### src/design/tvw_pkg.sv
// ----------------------------------------------------------------------------
// tvw_pkg
// Types, widths and the per-axis tolerance compare for the vertex weld.
// ----------------------------------------------------------------------------
package tvw_pkg;

  localparam int COORD_W          = 16;
  localparam int TOL_W            = 16;
  localparam int POS_W            = 10;
  localparam int APB_DW           = 32;
  localparam int APB_AW           = 2;
  localparam int MAX_VERTICES_DEF = 1024;
  localparam int REG_TOLERANCE    = 0;

  typedef struct packed {
    logic signed [COORD_W-1:0] x;
    logic signed [COORD_W-1:0] y;
    logic signed [COORD_W-1:0] z;
  } vec_t;

  typedef struct packed {
    logic valid;
    logic hit;
  } tok_ctl_t;

  function automatic logic axis_close(input logic signed [COORD_W-1:0] a,
                                      input logic signed [COORD_W-1:0] b,
                                      input logic [TOL_W-1:0] tol);
    logic signed [COORD_W:0] diff;
    logic [COORD_W:0]        mag;
    diff = {a[COORD_W-1], a} - {b[COORD_W-1], b};
    mag  = diff[COORD_W] ? (COORD_W+1)'(0) - diff : diff;
    return mag <= {1'b0, tol};
  endfunction

endpackage

### src/design/tvw_cell.sv
// ----------------------------------------------------------------------------
// tvw_cell
// One table entry. Compares the passing request with its stored vertex and
// hands the request on to the next cell through its output registers.
// ----------------------------------------------------------------------------
module tvw_cell #(
  parameter int MAX_VERTICES = tvw_pkg::MAX_VERTICES_DEF,
  parameter int IDX          = 0,
  localparam int IW          = $clog2(MAX_VERTICES),
  localparam int CW          = $clog2(MAX_VERTICES + 1)
) (
  input  logic                     clk,
  input  logic                     rst_n,
  input  logic [tvw_pkg::TOL_W-1:0] tol_i,
  input  logic [CW-1:0]            cnt_i,
  input  logic                     wr_en_i,
  input  logic [IW-1:0]            wr_addr_i,
  input  tvw_pkg::vec_t            wr_pos_i,
  input  logic [IW-1:0]            wr_idx_i,
  input  tvw_pkg::tok_ctl_t        ctl_i,
  input  tvw_pkg::vec_t            pos_i,
  input  logic [IW-1:0]            where_i,
  input  logic [IW-1:0]            idx_i,
  output tvw_pkg::tok_ctl_t        ctl_o,
  output tvw_pkg::vec_t            pos_o,
  output logic [IW-1:0]            where_o,
  output logic [IW-1:0]            idx_o
);
  import tvw_pkg::*;

  logic [IW-1:0] my_idx;
  vec_t          ent_pos_r;
  logic [IW-1:0] ent_idx_r;
  logic          live;

  tok_ctl_t      ctl_r,   ctl_nxt;
  vec_t          pos_r,   pos_nxt;
  logic [IW-1:0] where_r, where_nxt;
  logic [IW-1:0] idx_r,   idx_nxt;

  assign my_idx = IW'(IDX);

  assign live = ctl_i.valid && !ctl_i.hit && (cnt_i > CW'(IDX)) &&
                axis_close(pos_i.x, ent_pos_r.x, tol_i) &&
                axis_close(pos_i.y, ent_pos_r.y, tol_i) &&
                axis_close(pos_i.z, ent_pos_r.z, tol_i);

  always_comb begin
    ctl_nxt.valid = ctl_i.valid;
    ctl_nxt.hit   = ctl_i.hit | live;
    pos_nxt       = pos_i;
    where_nxt     = live ? my_idx : where_i;
    idx_nxt       = live ? ent_idx_r : idx_i;
  end

  always_ff @(posedge clk) begin
    if (wr_en_i && (wr_addr_i == my_idx)) begin
      ent_pos_r <= wr_pos_i;
      ent_idx_r <= wr_idx_i;
    end
  end

  always_ff @(posedge clk) begin
    if (!rst_n) begin
      ctl_r <= '0;
    end else begin
      ctl_r <= ctl_nxt;
    end
  end

  always_ff @(posedge clk) begin
    pos_r   <= pos_nxt;
    where_r <= where_nxt;
    idx_r   <= idx_nxt;
  end

  assign ctl_o   = ctl_r;
  assign pos_o   = pos_r;
  assign where_o = where_r;
  assign idx_o   = idx_r;

endmodule

### config.mk
export PLATFORM = sky130hd
export DESIGN_NAME = tvw_cell
export DESIGN_NICKNAME = d
export VERILOG_FILES = /design/src/design/tvw_pkg.sv /design/src/design/tvw_cell.sv
export SDC_FILE = /design/constraint.sdc
export NUM_CORES = 1
export LEC_CHECK = 0
export BUFFER_PORTS_ARGS = -buffer_cell sky130_fd_sc_hd__buf_2
export CORE_MARGIN = 10
export CORE_UTILIZATION = 57
export CTS_CLUSTER_DIAMETER = 200
export DETAILED_ROUTE_END_ITERATION = 10
export GPL_TIMING_DRIVEN = 0
export HOLD_SLACK_MARGIN = 0.05
export PLACE_DENSITY = 0.95
export SKIP_LAST_GASP = 1
export SYNTH_ARGS = -nofsm -noshare
export SYNTH_HDL_FRONTEND = slang
export SYNTH_SLANG_ARGS = --single-unit
### constraint.sdc
create_clock -name clk -period 15.4 [get_ports clk]
set_input_delay 3.08 -clock clk [delete_from_list [all_inputs] [get_ports clk]]
set_output_delay 3.08 -clock clk [all_outputs]
set_load 0.02 [all_outputs]
==> results.txt, run 1 <==
Crit-path slowest cell - or4b_2
Post-DP Area - 0.00975 mm2
Htree depth - 4
Setup Fix Bufs, Post-CTS - 0
Cell count after synthesis - 873
Largest stage delay, worst path - 0.62 ns
EDFF count, synth - 58
Commonest non-fill, non-tap cell in the layout - buf_2
First drt pass iteration count - 8
RSZ-0062 raised after global routing - false
Worst setup margin - 6.89 ns
Area of the multi-input gates - 0.00473 mm2
Seq. cell area - 0.00314 mm2
Skew final - 0.0102 ns
Grt total ovfl - 0
Relative slew slack - 0.351
Die Wd - 141 um
Primary FF master, synth - dfxtp_1
Yosys reg bits - 128
Worst-path clk slew - 0.06 ns
Final ANT Viol Nets - 0
Row count - 43
CTS root buf - clkbuf_16
Full die area - 0.0197 mm2
Unique masters post-synth - 65
Via Count - 7608
DRC violations left - 0
Hold Crit Depth - 1
Pwr per Cell Area - 95.3 mW/mm2
Syn_area_per_cell - 9.49 um2
Setup TNS - 0 ns
Worst-path cell chain - buf_2 -> inv_1 -> ha_1 -> inv_1 -> fa_1 -> a211oi_1 -> o21ai_1 -> a21o_1 -> nor4_1 -> a211oi_1 -> or3_1 -> or4b_2 -> o21ai_0 -> xor2_1 -> ha_1 -> nand3_1 -> nor2_1 -> a2111oi_0 -> a2bb2oi_1 -> a311oi_1 -> o311ai_4 -> buf_6 -> mux2_1
Largest net degree at the start of global routing - 17
Leakage power - 4.78 nW
Share of layout cells above drive strength 1 - 0.260
GRT Total Usage - 0.229
Status - completed
FILL cells - 946
Worst IR Drop VDD - 0.0000902 V
Port Buffers - 237
Most frequent cells in the layout - 238 x buf_2, 99 x ha_1, 90 x inv_1
Area delta synth->final - 24.7%
Arrival @ worst endpoint - 8.82 ns
Syn_nets - 1143
Worst-Margin Slew - 0.968 ns
Ys async rst share - 0
CTS tree - built
Final setup fails - 0
Crit path time final - 8.51 ns
Routed WL - 23.1 mm
DRT iter0 DRCs - 578
Die height - 141 um
Clock sink count - 128
Setup crit end kind - flop
Post-CTS Resized - 0
F_max - 117 MHz
RePlAce Congestion - 0.899
Ys Warns - 0
Final slew viol count - 0
Kind of critical path - input port to flop
Max-Cap Viols - 0
CTS Hold Buffers Added - 0
Global-route wire length before repair - 37.1 mm
Endpoints failing hold - 0
Crit path max fanout - 10
Class of the worst hold path - flop to flop
Final instance area - 0.0103 mm2
Vias in the first global route - 7795
Inserted Clock Buffers - 17
Vias per cell - 5.72
Core area - 0.0140 mm2
Mapped Area - 0.00828 mm2
Worst-Skew Late Latency - 0.43 ns
CP startpoint kind - input port
Clock tree buffer depth - 2
Initial Util - 0.590
I/O pin count - 238
Post-place setup slack - 6.53 ns
Fin crit share - 0.553
Routed len/inst - 17.4 um
WP data required - 15.71 ns
Post-synthesis sequential area ratio - 0.380
Reg2Reg Depth - 21
Initial antenna violation count - 3
Detailed placement HPWL - 18.4 mm
Layout Nets - 1406
==> power by group <==
group | internal, W | leakage [nW] | switching (W) | total, W
clock | 0.000215 | 0.280 | 0.000172 | 0.000387
sequential | 0.000367 | 1.11 | 0.00000306 | 0.000370
combinational | 0.0000978 | 3.39 | 0.000129 | 0.000226
==> cell usage after synthesis, drive strengths merged, types with 12 or more instances <==
cell     n  area (um2)
ha      99        1240
inv     90         338
dfxtp   70        1400
edfxtp  58        1740
a21oi   54         270
nand2   53         199
xnor2   53         464
o21ai   50         250
nor2    42         158
a21o    21         158
nand3   18        90.1
nor3    18        90.1
xor2    18         158
a211oi  17         128
and2    15        93.8
clkbuf  15        56.3
o21a    14         105
or3     13        81.3
nand4   12        75.1
nor4    12        75.1
==> flip-flops by register name, summed over array words and instances (netlist names) <==
name and count:
ent_pos_r 48, ctl_o 2, idx_o 10, pos_o 48, where_o 10, ent_idx_r 10
==> worst paths after layout <==
check	start	end	slack [ns]
max	pos_i[16]	idx_o[7]	6.89
max reg2reg	ent_pos_r[16]	idx_o[7]	9.37
min reg2reg	ent_idx_r[1]	idx_o[1]	0.45
min	ent_idx_r[1]	idx_o[1]	0.45
==> layout make-up <==
cell class / count / area share
clock inverter: 15 / 0.0139
antenna: 1 / 0.000242
inverter: 90 / 0.0327
clock buffer: 17 / 0.0412
buffer: 17 / 0.00703
multi-input combinational: 638 / 0.459
sequential: 128 / 0.304
tap: 180 / 0.0218
timing repair buffer: 244 / 0.120
==> critical path, delay by kind of cell <==
kind / cells / cell delay (ns)
adder cells (fa/ha/maj): 3 / 0.86
XOR/XNOR: 1 / 0.18
AO/OA/AOI/OAI: 9 / 2.49
buffers and inverters: 4 / 0.43
multiplexers: 1 / 0.33
AND/OR/NAND/NOR: 5 / 1.44
==> metrics by stage <==
stage	power [W]	hold WS (ns)	util	std cells
CTS	0.000988	0.456	0.735	1329
global placement	0.000589	0.429	0.690	1290
detailed placement	0.000598	0.445	0.694	1297
global route	0.00103	0.465	0.735	1330
floorplan	0.000530	0.425	-	873
finish	0.000984	0.455	0.735	1330
==> routing by layer <==
layer | GRT usage | vias up | part of all wire
met5 | 0 | - | 0.0012
met1 | 0.237 | 3466 | 0.38
li1 | - | 3706 | -
met4 | 0.0989 | 4 | 0.031
met2 | 0.399 | 367 | 0.50
met3 | 0.0933 | 65 | 0.094
==> kinds of logic after synthesis <==
logic type                 synth area share
AOI/OAI and AO/OA                     0.178
buffers and inverters                0.0496
xor gates and xnor gates             0.0751
adders and majority gates             0.157
and+or+nand+nor                       0.144
muxes                                0.0174
DFF                                   0.380
Note: power is estimated with default switching activity, not from simulation.
==> run 2: changes to the inputs <==
--- a/config.mk
+++ b/config.mk
@@ -5,14 +5,15 @@
 export SDC_FILE = /design/constraint.sdc
 export NUM_CORES = 1
 export LEC_CHECK = 0
+export ABC_AREA = 1
 export BUFFER_PORTS_ARGS = -buffer_cell sky130_fd_sc_hd__buf_2
 export CORE_MARGIN = 10
-export CORE_UTILIZATION = 57
+export CORE_UTILIZATION = 54
 export CTS_CLUSTER_DIAMETER = 200
 export DETAILED_ROUTE_END_ITERATION = 10
 export GPL_TIMING_DRIVEN = 0
 export HOLD_SLACK_MARGIN = 0.05
-export PLACE_DENSITY = 0.95
+export PLACE_DENSITY = 0.92
 export SKIP_LAST_GASP = 1
 export SYNTH_ARGS = -nofsm -noshare
 export SYNTH_HDL_FRONTEND = slang
==> constraint.sdc (replaced) <==
create_clock -name clk -period 8 [get_ports clk]
set_input_delay 1.6 -clock clk [delete_from_list [all_inputs] [get_ports clk]]
set_output_delay 1.6 -clock clk [all_outputs]
set_load 0.02 [all_outputs]
==> run 2 against run 1 <==
Effect of this change: synthesized area increased by 8.9%; first-iteration DRC count decreased by 33%; synthesized cell count increased by 39%; worst hold slack improved by 0.038 ns; non-clock buffer count decreased by 17; flip-flop and latch count unchanged; core utilization decreased by 6.1 points; clock power increased by 96%; wire length increased by 1.7%; combinational power increased by 100%; die area increased by 13%; largest cell class unchanged.
==> results.txt, run 2 <==
RePlAce Congestion - 0.890
Endpoints failing hold - 0
Setup crit end kind - flop
Most frequent cells in the layout - 339 x nand2_1, 239 x buf_2, 234 x inv_1
Crit path time final - 5.28 ns
Initial antenna violation count - 0
CTS Hold Buffers Added - 0
ANT cells - 0
F_max - 189 MHz
Layout Nets - 1746
I/O pin count - 238
WP data required - 8.38 ns
Fin crit share - 0.660
Worst IR Drop VDD - 0.000171 V
Share of layout cells above drive strength 1 - 0.229
Post-CTS Resized - 0
Largest stage delay, worst path - 0.43 ns
Detailed placement HPWL - 19.7 mm
Worst-Margin Slew - 1.04 ns
Full die area - 0.0223 mm2
Final setup fails - 0
Final slew viol count - 0
Initial Util - 0.548
Cell count after synthesis - 1217
Die height - 149 um
Inserted Clock Buffers - 17
RSZ-0062 raised after global routing - false
Core area - 0.0165 mm2
Yosys reg bits - 128
FILL cells - 1375
Most frequent CP cell - nand2_1
Syn_area_per_cell - 7.41 um2
Kind of critical path - input port to flop
Skew final - 0.00650 ns
Synth area leader - edfxtp_1
Primary FF master, synth - dfxtp_1
Global-route wire length before repair - 38.1 mm
Ys async rst share - 0
DRC violations left - 0
Yosys top cell area share - 0.193
Vias in the first global route - 8534
Port Buffers - 237
Class of the worst hold path - flop to flop
Commonest non-fill, non-tap cell in the layout - nand2_1
Leakage power - 6.13 nW
Unique masters post-synth - 39
Final ANT Viol Nets - 0
Grt total ovfl - 0
Via Count - 8436
Ys Warns - 0
GRT Total Usage - 0.208
Worst-Skew Late Latency - 0.44 ns
Worst-path clk slew - 0.06 ns
CTS tree - built
Largest net degree at the start of global routing - 18
Routed len/inst - 13.8 um
Routed WL - 23.5 mm
Relative slew slack - 0.301
Setup Fix Bufs, Post-CTS - 0
Mapped Area - 0.00902 mm2
Row count - 47
Most frequent cell after synthesis - nand2_1
CP startpoint kind - input port
EDFF count, synth - 58
Syn_nets - 1487
Setup TNS - 0 ns
Status - completed
Area delta synth->final - 23.1%
Die Wd - 149 um
CTS root buf - clkbuf_16
Post-synthesis sequential area ratio - 0.348
Clock sink count - 128
Top post-synthesis cells by count - 339 x nand2_1, 234 x inv_1, 99 x ha_1
Arrival @ worst endpoint - 5.65 ns
Worst hold slack - 0.493 ns
Max-Cap Viols - 0
Clock tree buffer depth - 2
Vias per cell - 4.94
Post-DP Area - 0.0105 mm2
Crit-path slowest cell - fa_1
Pwr per Cell Area - 174 mW/mm2
Final instance area - 0.0111 mm2
DRT iter0 DRCs - 390
First drt pass iteration count - 5
Htree depth - 4
Crit path max fanout - 10
Main area contributors after synthesis - edfxtp_1 19%, dfxtp_1 16%, nand2_1 14%
[run 2: cell types whose count changed after synthesis, sizes merged, moves of 15 or more]
cell and delta:
nand3 +52, nor2 +69, clkbuf -15, xnor2 -38, inv +147, a211oi -16, nand2 +305, a21o -16
o21ai -28, nand3b +15, xor2 +20
[run 2: metrics by stage]
stage          utilization  setup slack [ns]  power [W]  std cells
2_1_floorplan            -              2.40    0.00104       1217
3_3_place_gp         0.637             0.938    0.00116       1674
3_5_place_dp         0.640              2.33    0.00118       1677
4_1_cts              0.674              2.76    0.00194       1709
5_1_grt              0.674              2.35    0.00203       1709
6_report             0.674              2.72    0.00193       1709
[run 2: area by class of cell]
class | count | area [um2] | share of cell area
Multi-Input combinational cell | 846 | 4970 | 0.448
Sequential cell | 128 | 3140 | 0.283
Timing Repair Buffer | 240 | 1220 | 0.110
Inverter | 239 | 900 | 0.0810
Clock buffer | 18 | 439 | 0.0396
Tap cell | 220 | 275 | 0.0248
Clock inverter | 14 | 131 | 0.0118
Buffer | 4 | 25.0 | 0.00225
[run 2: worst max-delay path, delay by kind of cell]
kind	cells	cell delay, ns
XOR/XNOR	1	0.16
AO/OA/AOI/OAI	2	0.22
adder cells (fa/ha/maj)	3	0.85
AND/OR/NAND/NOR	19	2.25
buffers and inverters	5	0.58
[run 2: worst paths after layout]
check             endpoint  cells past startpoint  slack (ns)          start
hold reg to reg   idx_o[1]                      2        0.49   ent_idx_r[1]
hold / removal    idx_o[1]                      2        0.49   ent_idx_r[1]
setup reg to reg  idx_o[3]                     27        3.67  ent_pos_r[32]
setup / recovery  idx_o[3]                     30        2.72      pos_i[16]
[run 2: cells by family after synthesis]
logic type               synth area share
AO/OA/AOI/OAI                      0.0567
XOR/XNOR                           0.0548
adder cells (fa/ha/maj)             0.144
buffers and inverters               0.102
flip-flops                          0.348
AND/OR/NAND/NOR                     0.294
[run 2: per-layer routing]
| metal | track usage | routed length [um] | vias to the layer above |
|---|---|---|---|
| met5 | 0 | 0 | - |
| met4 | 0.0839 | 643 | 0 |
| met3 | 0.0543 | 1520 | 42 |
| met2 | 0.370 | 11600 | 244 |
| met1 | 0.230 | 9760 | 3772 |
| li1 | - | - | 4378 |
[run 2: where the power goes]
group	switching, W	internal, W	total (W)
clock network	0.000319	0.000440	0.000758
logic	0.000281	0.000180	0.000461
registers	0.00000532	0.000707	0.000712
total	0.000605	0.00133	0.00193
